File: config.mk
export PLATFORM = sky130hd
export DESIGN_NAME = aat_pipe_ctrl
export DESIGN_NICKNAME = d
export VERILOG_FILES = /design/src/rtl/aat_pkg.sv /design/src/rtl/aat_pipe_ctrl.sv
export SDC_FILE = /design/constraint.sdc
export NUM_CORES = 1
export LEC_CHECK = 0
export BUFFER_PORTS_ARGS = -buffer_cell sky130_fd_sc_hd__buf_2
export CORE_AREA = 2 2 39 41
export DETAILED_ROUTE_END_ITERATION = 16
export DIE_AREA = 0 0 41 43
export GPL_ROUTABILITY_DRIVEN = 0
export SYNTH_ARGS = -nofsm -noshare
export SYNTH_HDL_FRONTEND = slang
export SYNTH_SLANG_ARGS = --single-unit
File: constraint.sdc
create_clock -name vclk -period 0.99
set_clock_uncertainty 0.15 [all_clocks]
set_input_delay 0.2475 -clock vclk [all_inputs]
set_output_delay 0.2475 -clock vclk [all_outputs]
set_load 0.02 [all_outputs]
File: src/rtl/aat_pkg.sv
`default_nettype none
// ----------------------------------------------------------------------------
// aat_pkg
// Shared constants and IEEE single-precision helpers (multiply, add, compare)
// for the box transform pipeline. Round to nearest even, subnormals kept.
// ----------------------------------------------------------------------------
package aat_pkg;

	typedef logic [31:0] f32_t;

	localparam int AAT_STAGES = 8;

	localparam f32_t F_ONE     = 32'h3F80_0000;
	localparam f32_t F_HALF    = 32'h3F00_0000;
	localparam f32_t F_EPS     = 32'h2B8C_BCCC;
	localparam f32_t F_ZERO    = 32'h0000_0000;
	localparam f32_t F_POS_INF = 32'h7F80_0000;
	localparam f32_t F_NEG_INF = 32'hFF80_0000;
	localparam f32_t F_QNAN    = 32'h7FC0_0000;

	function automatic logic f_isfin(input f32_t a);
		return a[30:23] != 8'hFF;
	endfunction

	function automatic logic f_isnan(input f32_t a);
		return (a[30:23] == 8'hFF) && (a[22:0] != 23'd0);
	endfunction

	function automatic f32_t f_abs(input f32_t a);
		return {1'b0, a[30:0]};
	endfunction

	// Maps a float onto an unsigned key whose order matches the numeric order.
	function automatic logic [31:0] f_key(input f32_t a);
		return a[31] ? ~a : {1'b1, a[30:0]};
	endfunction

	function automatic logic f_le(input f32_t a, input f32_t b);
		if (f_isnan(a) || f_isnan(b))
			return 1'b0;
		if ((a[30:0] == 31'd0) && (b[30:0] == 31'd0))
			return 1'b1;
		return f_key(a) <= f_key(b);
	endfunction

	function automatic logic f_lt(input f32_t a, input f32_t b);
		if (f_isnan(a) || f_isnan(b))
			return 1'b0;
		if ((a[30:0] == 31'd0) && (b[30:0] == 31'd0))
			return 1'b0;
		return f_key(a) < f_key(b);
	endfunction

	// The significand m has its leading one at bit 26 (or is below it for a
	// result that is already subnormal); bit 0 is a sticky bit. e is biased.
	function automatic f32_t f_round_pack(input logic s, input logic signed [10:0] e,
			input logic [26:0] m);
		logic signed [10:0] d;
		logic [4:0]  sh;
		logic [26:0] mm;
		logic [26:0] mask;
		logic [7:0]  ee;
		logic        up;
		mm   = m;
		ee   = 8'd0;
		d    = 11'sd0;
		sh   = 5'd0;
		mask = 27'd0;
		if (e >= 11'sd255)
			return {s, 8'hFF, 23'd0};
		if (e <= 11'sd0) begin
			d = 11'sd1 - e;
			if (d > 11'sd26)
				d = 11'sd26;
			sh   = d[4:0];
			mask = (27'd1 << sh) - 27'd1;
			mm   = (m >> sh) | {26'd0, |(m & mask)};
		end else begin
			ee = e[7:0];
		end
		up = mm[2] & (mm[3] | mm[1] | mm[0]);
		// A carry out of the fraction moves into the exponent, which also
		// covers rounding up to the smallest normal or to infinity.
		return {s, ee, mm[25:3]} + {31'd0, up};
	endfunction

	function automatic f32_t f_mul(input f32_t a, input f32_t b);
		logic        s;
		logic [23:0] ma;
		logic [23:0] mb;
		logic [7:0]  ea;
		logic [7:0]  eb;
		logic [47:0] p;
		logic [47:0] pn;
		logic [5:0]  lz;
		logic signed [10:0] e;
		s  = a[31] ^ b[31];
		lz = 6'd0;
		if (f_isnan(a) || f_isnan(b))
			return F_QNAN;
		if (!f_isfin(a) || !f_isfin(b)) begin
			if ((a[30:0] == 31'd0) || (b[30:0] == 31'd0))
				return F_QNAN;
			return {s, 8'hFF, 23'd0};
		end
		if ((a[30:0] == 31'd0) || (b[30:0] == 31'd0))
			return {s, 31'd0};
		ma = {a[30:23] != 8'd0, a[22:0]};
		mb = {b[30:23] != 8'd0, b[22:0]};
		ea = (a[30:23] == 8'd0) ? 8'd1 : a[30:23];
		eb = (b[30:23] == 8'd0) ? 8'd1 : b[30:23];
		p  = ma * mb;
		for (int i = 0; i < 48; i++) begin
			if (p[i])
				lz = 6'(47 - i);
		end
		pn = p << lz;
		e  = $signed({3'b000, ea}) + $signed({3'b000, eb}) - 11'sd126
			- $signed({5'b00000, lz});
		return f_round_pack(s, e, {pn[47:22], |pn[21:0]});
	endfunction

	function automatic f32_t f_add(input f32_t a, input f32_t b);
		f32_t        x;
		f32_t        y;
		logic [23:0] mx;
		logic [23:0] my;
		logic [7:0]  ex;
		logic [7:0]  ey;
		logic [7:0]  d;
		logic [26:0] by0;
		logic [26:0] bs;
		logic [26:0] mask;
		logic [27:0] sum;
		logic [26:0] m;
		logic [4:0]  lz;
		logic        sub;
		logic signed [10:0] e;
		lz = 5'd0;
		if (f_isnan(a) || f_isnan(b))
			return F_QNAN;
		if (!f_isfin(a) && !f_isfin(b) && (a[31] != b[31]))
			return F_QNAN;
		if (!f_isfin(a))
			return a;
		if (!f_isfin(b))
			return b;
		if (a[30:0] < b[30:0]) begin
			x = b;
			y = a;
		end else begin
			x = a;
			y = b;
		end
		mx  = {x[30:23] != 8'd0, x[22:0]};
		my  = {y[30:23] != 8'd0, y[22:0]};
		ex  = (x[30:23] == 8'd0) ? 8'd1 : x[30:23];
		ey  = (y[30:23] == 8'd0) ? 8'd1 : y[30:23];
		d   = ex - ey;
		by0 = {my, 3'b000};
		if (d > 8'd26) begin
			bs = {26'd0, |by0};
		end else begin
			mask = (27'd1 << d) - 27'd1;
			bs   = (by0 >> d) | {26'd0, |(by0 & mask)};
		end
		sub = x[31] ^ y[31];
		if (sub)
			sum = {1'b0, mx, 3'b000} - {1'b0, bs};
		else
			sum = {1'b0, mx, 3'b000} + {1'b0, bs};
		if (sum == 28'd0)
			return sub ? F_ZERO : {x[31], 31'd0};
		if (sum[27]) begin
			m = {sum[27:2], sum[1] | sum[0]};
			e = $signed({3'b000, ex}) + 11'sd1;
		end else begin
			for (int i = 0; i < 27; i++) begin
				if (sum[i])
					lz = 5'(26 - i);
			end
			m = sum[26:0] << lz;
			e = $signed({3'b000, ex}) - $signed({6'b000000, lz});
		end
		return f_round_pack(x[31], e, m);
	endfunction

	function automatic f32_t f_sub(input f32_t a, input f32_t b);
		return f_add(a, {~b[31], b[30:0]});
	endfunction

endpackage
`default_nettype wire

File: src/rtl/aat_pipe_ctrl.sv
`default_nettype none
// ----------------------------------------------------------------------------
// aat_pipe_ctrl
// Per-stage load enables for a pipeline whose bubbles close up: a stage takes
// new contents when it is empty or when the stage after it moves on.
// ----------------------------------------------------------------------------
module aat_pipe_ctrl #(
	parameter int Stages = aat_pkg::AAT_STAGES
) (
	input  wire logic [Stages-1:0] stage_vld,
	input  wire logic              out_stall,
	output logic      [Stages-1:0] load
);
	import aat_pkg::*;

	always_comb begin
		load[Stages-1] = !stage_vld[Stages-1] || !out_stall;
		for (int k = Stages - 2; k >= 0; k--) begin
			load[k] = !stage_vld[k] || load[k+1];
		end
	end

endmodule
`default_nettype wire

==> out/qor.yml <==
run_status:
  outcome: "complete, but fails checks"
  violations: "negative setup slack"
place:
  dp_cells: 50
  dpl_cell_area_um2: 267
  place_ws_ps: -358
  post-dp-hpwl_um: 334
  port-buffer-count: 17
routing:
  drc_errors: 0
  routed_wl_um: 478
  via_count: 183
  firstDrtPassIters: 1
  vias_per_cell: 3.59
  wl_per_cell_um: 9.37
  postRouteAntennaNets: 0
  drt_iter0_markers: 0
floorplan:
  die_x_um: 41
  core_mm2: 0.00138
  fp.dieArea_mm2: 0.00176
  start_util_pct: 5.15
  io_pins: 17
  rows: 14
  die_h_um: 43
sta:
  hold_violations: 0
  final-setup-viol-count: 8
  tightest_slew_ps: 195
  fin_ws_ps: -295
  period_share_pct: 130
  fmax_mhz: 778
  relSlewSlack_pct: 87.0
  grt_setup_unrepaired: "yes"
  whs_ps: 682
  maxSlewViolCount: 0
  finalCriticalPeriod_ps: 1290
layout:
  area_growth_pct: 432
  antenna_cells: 0
  fillers: 145
  regArea_um2: 0
  final_cells: 51
  drive_above_1_share_pct: 97.1
  flops_and_latches: 0
  nClkBuffers: 0
  fin_area_um2: 379
  finalNetCount: 46
power_and_ir_drop:
  intPower_uw: 64.4
  power_density_mw_per_mm2: 295
  seqPwrFrac_pct: 0
  power_frac_clock_pct: 0
  p_sw_uw: 47.5
  ir_worst_vdd_uv: 109
  p_leak_uw: 0.000162
  sw_frac_of_total_pct: 42.5
  power_frac_comb_pct: 100.0
run:
  cap_viol_max_count: 0
global_routing:
  grt_pass1_vias: 204
  grtUsageTotal_pct: 6.49
  grt_pass1_wl_um: 793
  grt_max_degree: 7
  grt_overflow: 0
  antenna_found_initial: 0
logic_synthesis:
  syn_inst: 12
  syn_avg_cell_area_um2: 5.94
  yosysTopAreaCell: "nand3_1"
  yosysWarnings: 0
  synth_area_leaders: "nand3_1 21%, nand4_2 18%, nand2_1 16%"
  synth_top_area_share_pct: 21.1
  synth_commonest_cells: "3 x nand2_1, 3 x nand3_1"
  synth_area_um2: 71.3
  synth_cell_type_count: 8
  ys_seq_area_share_pct: 0
  syn_nets: 21
min_path:
  holdPathStages: 4
  min_path_type: "in2out"
  min_from: "out_stall"
  holdPathEnd: "load[7]"
setup_path:
  crit_path_end_kind: "output pin"
  arrival_ps: 890
  required_ps: 590
  path_max_fanout: 6
  critPathKind: "in2out"
  crit_path_start_kind: "input pin"
## cell usage in the layout, fill, tap and decap left out
| cell type | Yosys | final |
|---|---|---|
| nand2_2 | 0 | 2 |
| buf_4 | 1 | 4 |
| and4_4 | 0 | 1 |
| buf_12 | 0 | 1 |
| buf_6 | 0 | 14 |
| inv_2 | 0 | 1 |
| and3_1 | 1 | 1 |
| and2_2 | 0 | 1 |
| buf_2 | 0 | 5 |
| nand3_4 | 0 | 3 |
| nand4_4 | 0 | 1 |
| nand2_4 | 0 | 1 |
## through the flow
| step | util, % | setup TNS (ps) | total power (uW) |
|---|---|---|---|
| after floorplan | - | -530 | 27.7 |
| after global placement | 19.3 | -2170 | 75.5 |
| after detailed placement | 19.3 | -2210 | 76.4 |
| after CTS | 26.5 | -1890 | 106 |
| after global routing | 27.4 | -1880 | 120 |
| final | 27.4 | -1710 | 112 |
## routing by layer
metal | track usage, % | routed length, um | vias up
li1 | - | - | 90
met1 | 6.65 | 137 | 76
met2 | 13.4 | 276 | 17
met3 | 0.524 | 65 | 0
met4 | 0 | 0 | 0
met5 | 0 | 0 | -
## power by group through the flow
| stage | Combinational (uW) | Clock, uW | Sequential, uW |
|---|---|---|---|
| detailed placement | 76.4 | 0 | 0 |
| CTS | 106 | 0 | 0 |
| global route | 120 | 0 | 0 |
| floorplan | 27.7 | 0 | 0 |
| global placement | 75.5 | 0 | 0 |
| finish | 112 | 0 | 0 |
## final cells by class
| cell class | count | area (um2) | share of cell area [%] |
|---|---|---|---|
| multi-input cells | 10 | 123 | 32.3 |
| inverters | 1 | 3.75 | 0.990 |
| repair buffers | 24 | 233 | 61.4 |
| well taps | 16 | 20.0 | 5.28 |
## cells by family (layout without fill, tap and decap cells)
group / count (synthesis) / count (layout) / synth area share [%]
AND/OR/NAND/NOR: 10 / 10 / 84.2
buffers and inverters: 2 / 25 / 15.8
## worst max-delay path: stages
cell     delay, ps
buf_6           70
and4_4         230
buf_12         130
nand4_4         70
buf_6          140
## worst max path at each step
stage	start	endpoint	slack, ps	cells after the start
4_1_cts	out_stall	load[1]	-290	5
5_1_grt	stage_vld[6]	load[1]	-320	5
2_1_floorplan	stage_vld[6]	load[1]	-100	3
3_3_place_gp	stage_vld[6]	load[1]	-350	5
3_5_place_dp	stage_vld[6]	load[1]	-360	5
6_report	stage_vld[6]	load[1]	-300	5
## repair_timing
action | in CTS | in global routing
hold buffers | 0 | 0
resized for setup | 25 | 4
cloned | 0 | 0
pin swaps | 3 | 2
endpoints found under the setup margin | 8 | 8
buffers inserted | 1 | 2
(Power assumes the default switching activity.)
